--- src/rtl/assert_macros.svh ---
// assertion helpers shared by the tape processor modules
`ifndef ASSERT_MACROS_SVH
`define ASSERT_MACROS_SVH

// plain property checked on every clock outside reset
`define TAPE_ASSERT(lbl, prop, msg) \
  lbl: assert property (@(posedge clk) disable iff (!rst_n) (prop)) else $error(msg);

// same-cycle implication
`define TAPE_ASSERT_IMPL(lbl, ante, cons, msg) \
  lbl: assert property (@(posedge clk) disable iff (!rst_n) (ante) |-> (cons)) else $error(msg);

// next-cycle implication
`define TAPE_ASSERT_NEXT(lbl, ante, cons, msg) \
  lbl: assert property (@(posedge clk) disable iff (!rst_n) (ante) |=> (cons)) else $error(msg);

`endif

--- src/rtl/tape_pkg.sv ---
package tape_pkg;

  // request types
  typedef enum logic [1:0] {
    REQ_LOAD = 2'd0,
    REQ_STEP = 2'd1,
    REQ_PEEK = 2'd2
  } tape_req_t;

  // instruction opcodes
  typedef enum logic [1:0] {
    OP_RIGHT = 2'd0,
    OP_ADD   = 2'd1,
    OP_BNZ   = 2'd2,
    OP_NONE  = 2'd3
  } tape_op_t;

  // source of the address under range check
  typedef enum logic [1:0] {
    SEL_ADDR = 2'd0,
    SEL_PC   = 2'd1,
    SEL_DP   = 2'd2
  } tape_sel_t;

  localparam int unsigned CfgWidth = 17;
  localparam logic [CfgWidth-1:0] CfgReset = 17'h10000;

  typedef struct packed {
    logic [1:0]  req_type;
    logic [15:0] word_address;
    logic [31:0] load_value;
  } tape_in_t;

  typedef struct packed {
    logic [31:0] read_word;
    logic [31:0] pc_now;
    logic [31:0] dp_now;
    logic [1:0]  op_done;
    logic        fault;
  } tape_out_t;

  // controller to datapath
  typedef struct packed {
    logic      latch_req;
    tape_sel_t chk_sel;
    logic      xfer_start;
    logic      load_wdata;
    logic      wdata_sum;
    logic      rd_run;
    logic      wr_run;
    logic      set_halt;
    logic      take_instr;
    logic      dp_add;
    logic      pc_add;
    logic      res_clear;
    logic      res_peek;
    logic      out_load;
  } tape_cmd_t;

  // datapath to controller
  typedef struct packed {
    logic [1:0] req_type;
    logic       range_ok;
    logic       halted;
    tape_op_t   opcode;
    logic       data_nz;
    logic       rd_last;
    logic       wr_last;
    logic       out_free;
  } tape_stat_t;

endpackage

--- src/rtl/tape_ctrl.sv ---
`include "assert_macros.svh"

module tape_ctrl
  import tape_pkg::*;
(
  input  logic       clk,
  input  logic       rst_n,
  input  logic       in_valid,
  output logic       in_ready,
  input  tape_stat_t st_i,
  output tape_cmd_t  cmd_o
);

  typedef enum logic [10:0] {
    S_IDLE   = 11'b00000000001,
    S_DECODE = 11'b00000000010,
    S_FETCH  = 11'b00000000100,
    S_TAKE   = 11'b00000001000,
    S_EXEC   = 11'b00000010000,
    S_OPND   = 11'b00000100000,
    S_APPLY  = 11'b00001000000,
    S_PEEK   = 11'b00010000000,
    S_PWORD  = 11'b00100000000,
    S_WRITE  = 11'b01000000000,
    S_RESP   = 11'b10000000000
  } tape_state_t;

  tape_state_t state_r, state_nxt;

  always_ff @(posedge clk) begin
    if (!rst_n) begin
      state_r <= S_IDLE;
    end else begin
      state_r <= state_nxt;
    end
  end

  assign in_ready = (state_r == S_IDLE);

  // next state and commands
  always_comb begin
    state_nxt = state_r;
    cmd_o     = '0;
    cmd_o.chk_sel = SEL_ADDR;
    case (state_r)
      S_IDLE: begin
        if (in_valid) begin
          cmd_o.latch_req = 1'b1;
          state_nxt = S_DECODE;
        end
      end
      S_DECODE: begin
        cmd_o.res_clear = 1'b1;
        case (st_i.req_type)
          REQ_LOAD: begin
            if (st_i.range_ok) begin
              cmd_o.xfer_start = 1'b1;
              cmd_o.load_wdata = 1'b1;
              state_nxt = S_WRITE;
            end else begin
              cmd_o.set_halt = 1'b1;
              state_nxt = S_RESP;
            end
          end
          REQ_PEEK: begin
            if (st_i.range_ok) begin
              cmd_o.xfer_start = 1'b1;
              state_nxt = S_PEEK;
            end else begin
              cmd_o.set_halt = 1'b1;
              state_nxt = S_RESP;
            end
          end
          REQ_STEP: begin
            cmd_o.chk_sel = SEL_PC;
            if (st_i.halted) begin
              state_nxt = S_RESP;
            end else if (st_i.range_ok) begin
              cmd_o.xfer_start = 1'b1;
              state_nxt = S_FETCH;
            end else begin
              cmd_o.set_halt = 1'b1;
              state_nxt = S_RESP;
            end
          end
          default: begin
            state_nxt = S_RESP;
          end
        endcase
      end
      S_FETCH: begin
        cmd_o.rd_run = 1'b1;
        if (st_i.rd_last) begin
          state_nxt = S_TAKE;
        end
      end
      S_TAKE: begin
        cmd_o.take_instr = 1'b1;
        state_nxt = S_EXEC;
      end
      S_EXEC: begin
        cmd_o.chk_sel = SEL_DP;
        case (st_i.opcode)
          OP_RIGHT: begin
            cmd_o.dp_add = 1'b1;
            state_nxt = S_RESP;
          end
          OP_ADD, OP_BNZ: begin
            if (st_i.range_ok) begin
              cmd_o.xfer_start = 1'b1;
              state_nxt = S_OPND;
            end else begin
              cmd_o.set_halt = 1'b1;
              state_nxt = S_RESP;
            end
          end
          default: begin
            state_nxt = S_RESP;
          end
        endcase
      end
      S_OPND: begin
        cmd_o.rd_run = 1'b1;
        if (st_i.rd_last) begin
          state_nxt = S_APPLY;
        end
      end
      S_APPLY: begin
        cmd_o.chk_sel = SEL_DP;
        if (st_i.opcode == OP_ADD) begin
          cmd_o.xfer_start = 1'b1;
          cmd_o.load_wdata = 1'b1;
          cmd_o.wdata_sum  = 1'b1;
          state_nxt = S_WRITE;
        end else begin
          cmd_o.pc_add = st_i.data_nz;
          state_nxt = S_RESP;
        end
      end
      S_PEEK: begin
        cmd_o.rd_run = 1'b1;
        if (st_i.rd_last) begin
          state_nxt = S_PWORD;
        end
      end
      S_PWORD: begin
        cmd_o.res_peek = 1'b1;
        state_nxt = S_RESP;
      end
      S_WRITE: begin
        cmd_o.wr_run = 1'b1;
        if (st_i.wr_last) begin
          state_nxt = S_RESP;
        end
      end
      S_RESP: begin
        if (st_i.out_free) begin
          cmd_o.out_load = 1'b1;
          state_nxt = S_IDLE;
        end
      end
      default: begin
        state_nxt = S_IDLE;
      end
    endcase
  end

  // a transfer only starts on an address that passed the bound test
  `TAPE_ASSERT_IMPL(a_start_in_range, cmd_o.xfer_start, st_i.range_ok, "transfer started out of range")
  // memory reads and writes never overlap
  `TAPE_ASSERT(a_no_rd_wr, !(cmd_o.rd_run && cmd_o.wr_run), "read and write run together")

endmodule

--- config.mk ---
export PLATFORM = sky130hd
export DESIGN_NAME = tape_ctrl
export DESIGN_NICKNAME = d
export VERILOG_FILES = /design/src/rtl/tape_pkg.sv /design/src/rtl/tape_ctrl.sv
export VERILOG_INCLUDE_DIRS = /design/src /design/src/rtl
export SDC_FILE = /design/constraint.sdc
export NUM_CORES = 1
export LEC_CHECK = 0
export BUFFER_PORTS_ARGS = -buffer_cell sky130_fd_sc_hd__buf_2
export CAP_MARGIN = 20
export CORE_MARGIN = 2
export CORE_UTILIZATION = 45
export CTS_CLUSTER_SIZE = 40
export DETAILED_ROUTE_END_ITERATION = 10
export GPL_TIMING_DRIVEN = 0
export PLACE_DENSITY = 0.7
export RECOVER_POWER = 100
export SYNTH_ARGS = -nofsm -noshare
export SYNTH_HDL_FRONTEND = slang
export SYNTH_SLANG_ARGS = --single-unit
export TNS_END_PERCENT = 5
--- constraint.sdc ---
create_clock -name clk -period 1.6 [get_ports clk]
set_clock_uncertainty 0.05 [all_clocks]
set_input_delay 0.08 -clock clk [delete_from_list [all_inputs] [get_ports clk]]
set_output_delay 0.08 -clock clk [all_outputs]
set_load 0.02 [all_outputs]
# ---- Word-level counts from Yosys, hierarchy flattened
# Cells that the tools add are included.
dict set report word_totals {
  wordCells 72
  ff_bits 11
  output_inout_bits 16
}
dict set report op_classes {
  n_reduce_logical 6
  mux 44
  n_eq_ne 21
}
# operator n
set op_table {}
lappend op_table {{11-bit 2-to-1 mux} 13}
lappend op_table {{11-bit one-hot mux with 11 select lines} 1}
lappend op_table {{11-bit one-hot mux with 3 select lines} 1}
lappend op_table {{1-bit 2-to-1 mux} 22}
lappend op_table {{2-bit != test (second input constant)} 6}
lappend op_table {{11-bit by 1-bit == test with 1-bit output (second input constant)} 1}
lappend op_table {{11-bit by 10-bit == test with 1-bit output (second input constant)} 1}
lappend op_table {{11-bit == test (second input constant)} 1}
lappend op_table {{11-bit by 2-bit == test with 1-bit output (second input constant)} 1}
lappend op_table {{11-bit by 3-bit == test with 1-bit output (second input constant)} 1}
lappend op_table {{11-bit by 4-bit == test with 1-bit output (second input constant)} 1}
lappend op_table {{11-bit by 5-bit == test with 1-bit output (second input constant)} 1}
lappend op_table {{11-bit by 6-bit == test with 1-bit output (second input constant)} 1}
lappend op_table {{11-bit by 7-bit == test with 1-bit output (second input constant)} 1}
lappend op_table {{11-bit by 8-bit == test with 1-bit output (second input constant)} 1}
lappend op_table {{11-bit by 9-bit == test with 1-bit output (second input constant)} 1}
lappend op_table {{3-bit one-hot mux with 3 select lines} 1}
lappend op_table {{1-bit one-hot mux with 2 select lines} 3}
lappend op_table {{6-bit AND reduction} 1}
lappend op_table {{2-bit by 1-bit == test with 1-bit output (second input constant)} 2}
lappend op_table {{2-bit == test (second input constant)} 2}
lappend op_table {{2-bit logical NOT} 2}
lappend op_table {{2-bit OR reduction} 2}
lappend op_table {{3-bit 2-to-1 mux} 1}
lappend op_table {{other kinds (3)} 3}

# ---- Logic depth before layout (Yosys ltp)
dict set report depth {
  ltp_word 4
  depth_mapped 7
  mapped_depth_nobuf 6
}

# ---- Worst setup path before layout
# OpenSTA, ideal clock, no wires.
dict set report synth_path {
  path_kind {register to register}
  startpoint {reg state_r[2]}
  endpoint {reg state_r[0]}
  t_arrival_ns 1.729
  required_ns 1.436
  n_path_buf 1
  setup_slack_ns -0.293
  path_stages_with_launch 7
  period_less_slack_ns 1.893
  cell_sequence {dfxtp_1 buf_2 nor4_4 nand2_2 nor4_2 nor3_1 a21o_1}
}
dict set report synth_between {
  elab_chain_len 3
  elab_cells_between_ends 19
  classes_between {eq/ne (17); mux (1); reduce/logical (1)}
}
# element line
set synth_lines {}
lappend synth_lines {{start: declaration} tape_ctrl.sv:28} ;# tape_state_t state_r, state_nxt;
lappend synth_lines {{start signal: assignment} tape_ctrl.sv:34} ;# state_r <= state_nxt;
lappend synth_lines {{11-bit by 3-bit == test with 1-bit output (tied with other cells)} tape_ctrl.sv:45} ;# case (state_r)
lappend synth_lines {{2-bit != test (no source line)} -}
lappend synth_lines {{6-bit AND reduction (no source line)} -}
# Parallel ways exist; a longest one is shown, timed or not.
# A chain may end at the register's enable or synchronous reset.

==> flow_summary.yaml <==
floorplan:
  core_area_um2: 2000
  die_area_um2: 2530
  io-pin-count: 29
  die_x_um: 50.3
  num_rows: 16
  initial_utilization_pct: 48.2
  fp.dieH_um: 50.3
yosys:
  yosys_register_bits: 11
  syn-num-nets: 130
  synth_edf_count: 0
  async_flop_share_pct: 0
  syn_area_um2: 965
  synth_top_area_share_pct: 22.8
  synth_largest_area_cell: "dfxtp_1"
  avgSynthCellArea_um2: 8.39
  syn_inst: 115
  yosysSeqAreaShare_pct: 22.8
  post_synth_main_area_contributors: "dfxtp_1 (23%), nor4_4 (6.6%), nor3_2 (4.2%)"
  ys_types: 45
  synth_flop_cell: "dfxtp_1"
  yosys_warnings: 0
worst_setup_path:
  cp_data_required_time_ps: 1470
  cp_top_family: "simple AND/OR/NAND/NOR gates"
  critical-path-max-stage-delay_ps: 360
  critPathMaxFanout: 5
  crit_arrival_ps: 1760
  worstSetupPathType: "reg -> out"
  crit_slowest_cell: "dfxtp_4"
  endpoint_kind: "primary output"
  startpoint_type: "flop"
  worst-path-buf-inv: 2
  path_cells: "nor4_4, buf_4, and3_4, a22o_1, nor2b_4, buf_6"
power:
  ir_drop_uv: 629
  power_switching_mw: 0.379
  power.density_nw_per_um2: 659
  internal_power_mw: 0.600
  clockPowerShare_pct: 20.4
  power_mw: 0.979
  pwr-share-comb_pct: 46.9
  power.leakage_nw: 0.600
  switching_share_pct: 38.7
  pwr-share-seq_pct: 32.7
sta:
  tightest_slew_ps: 373
  post-route-min-period_ps: 1890
  setup_viol: 24
  fmax_mhz: 529
  relSlewSlack_pct: 74.8
  rsz0062_at_grt: "yes"
  setup_slack_ps: -289
  period_share_pct: 118
  final.setup.tns_ps: -4130
  drv_slew: 0
  hold_violations: 0
clocking:
  clkLatencyLatePin_ps: 270
  cts_num_sinks: 11
  root_buffer: "clkbuf_4"
  clkTransAtPathRegs_ps: 80
  numCtsBuffers: 3
  tritoncts: "yes"
  clock_path_buffers: 2
  holdBufCountCts: 0
  h-tree-depth: 1
finish:
  finalNetCount: 174
  regMostFlops: "state_r"
  nFillCells: 149
  multi_input_area_um2: 825
  seqCellArea_um2: 244
  top_regs: "state_r (11)"
  diodes: 0
  area_delta_synth_final_pct: 53.8
  drive_above_1_share_pct: 58.9
  design_area_um2: 1480
  largest_reg_flops: 11
  post-route-util_pct: 74.1
  finalNonFillerCells: 185
global_routing:
  antenna_found_initial: 0
  grt_pass1_vias: 1008
  overflow: 0
  grtUsageTotal_pct: 22.1
  grt_max_degree: 11
  grt_pass1_wl_um: 4310
routing:
  via_count: 1052
  drt_iter0_markers: 16
  post-route-drc-count: 0
  drtAntennaViolNets: 0
  vias_per_cell: 5.69
  routedWlPerCell_um: 14.7
  routed_wirelength_um: 2720
  first_pass_iters: 4
placement:
  dp_cells: 170
  hpwl_um: 1830
  gp_congestion: 0.791
  post_dp_cell_area_um2: 1160
  portBuffers: 28
run_status:
  violations: "negative setup slack"
  status: "finished, violations left"
job:
  cap_violations: 0
min_path:
  hp-class: "in -> reg"
## per-layer routing
layer / global-route usage, % / vias up / part of all wire [%]
met4: 9.91 / 0 / 2.4
met1: 27.0 / 487 / 42
li1: - / 518 / -
met5: 0 / - / 0
met2: 38.2 / 39 / 50
met3: 3.27 / 8 / 5.9
## through the flow
| stage | hold slack, ps | worst slack [ps] |
|---|---|---|
| floorplan | 157 | -126 |
| finish | 72.2 | -289 |
| CTS | 61.5 | -307 |
| global route | 75.8 | -367 |
| global placement | 359 | -290 |
| detailed placement | 367 | -350 |
## worst paths after layout
check / from / end / slack, ps / cells past startpoint
worst max-delay path: state_r[1] / cmd_o[6] / -290 / 6
worst min-delay path: rst_n / state_r[2] / 70 / 2
worst max register to register: state_r[5] / state_r[10] / -210 / 7
worst min register to register: state_r[3] / state_r[4] / 520 / 2
## worst register-to-register path: stages, from the launching register on
cell	delay [ps]
dfxtp_4	360
nor4_4	340
buf_4	220
nand4_1	200
o21ai_2	200
or3_4	150
buf_8	120
o21ai_2	60
## cells in the final DEF (no fill, tap or decap), types with 4 or more instances in the layout
| cell type | Yosys | final |
|---|---|---|
| buf_6 | 0 | 6 |
| nor2_1 | 8 | 7 |
| o21ai_0 | 5 | 5 |
| buf_2 | 3 | 13 |
| nor2b_1 | 6 | 4 |
| buf_4 | 1 | 22 |
| nand2_2 | 2 | 4 |
| dfxtp_4 | 0 | 4 |
| inv_1 | 7 | 7 |
| nand2_1 | 6 | 4 |
| nand4_1 | 4 | 4 |
| nor3_2 | 4 | 6 |
| nor4_4 | 3 | 4 |
| dfxtp_2 | 0 | 7 |
## cells in the mapped netlist (3+ instances only)
| master | number |
|---|---|
| nor3_2 | 4 |
| nor4_4 | 3 |
| nand4_1 | 4 |
| nor3_1 | 6 |
| nand2_1 | 6 |
| nor4b_1 | 4 |
| nor2_1 | 8 |
| dfxtp_1 | 11 |
| and2_1 | 3 |
| buf_2 | 3 |
| o21ai_0 | 5 |
| inv_1 | 7 |
| nor2b_1 | 6 |
## power by group through the flow
stage               registers, mW  clock network [mW]  logic, mW
floorplan                   0.326                   0      0.230
global placement            0.330                   0      0.307
detailed placement          0.331                   0      0.312
CTS                         0.323               0.206      0.396
global route                0.323               0.218      0.497
finish                      0.320               0.200      0.459
## logic make-up (layout without fill, tap and decap cells)
group                    count (synthesis)  count (layout)  synth area share, %
AO/OA/AOI/OAI                           20              20                 13.4
XOR/XNOR                                 4               4                 3.63
adder cells (fa/ha/maj)                  2               2                 2.59
buffers and inverters                   11              54                 5.06
flip-flops                              11              11                 22.8
AND/OR/NAND/NOR                         67              67                 52.5
## final cells by class
type,instances,area share [%]
plain buffers,2,2.02
clock inverters,1,0.337
multi-input cells,93,55.6
flip-flops and latches,11,16.4
clock buffers,3,1.52
well taps,27,2.28
repair buffers,41,20.1
inverters,7,1.77
## timing repair
item,in CTS,in global routing
pin swaps,14,7
cloned,0,0
gates resized for setup,31,30
setup buffers,12,1
endpoints found under the hold margin,0,0
endpoints found under the setup margin,27,27
Power figures use the tool's default switching activity.
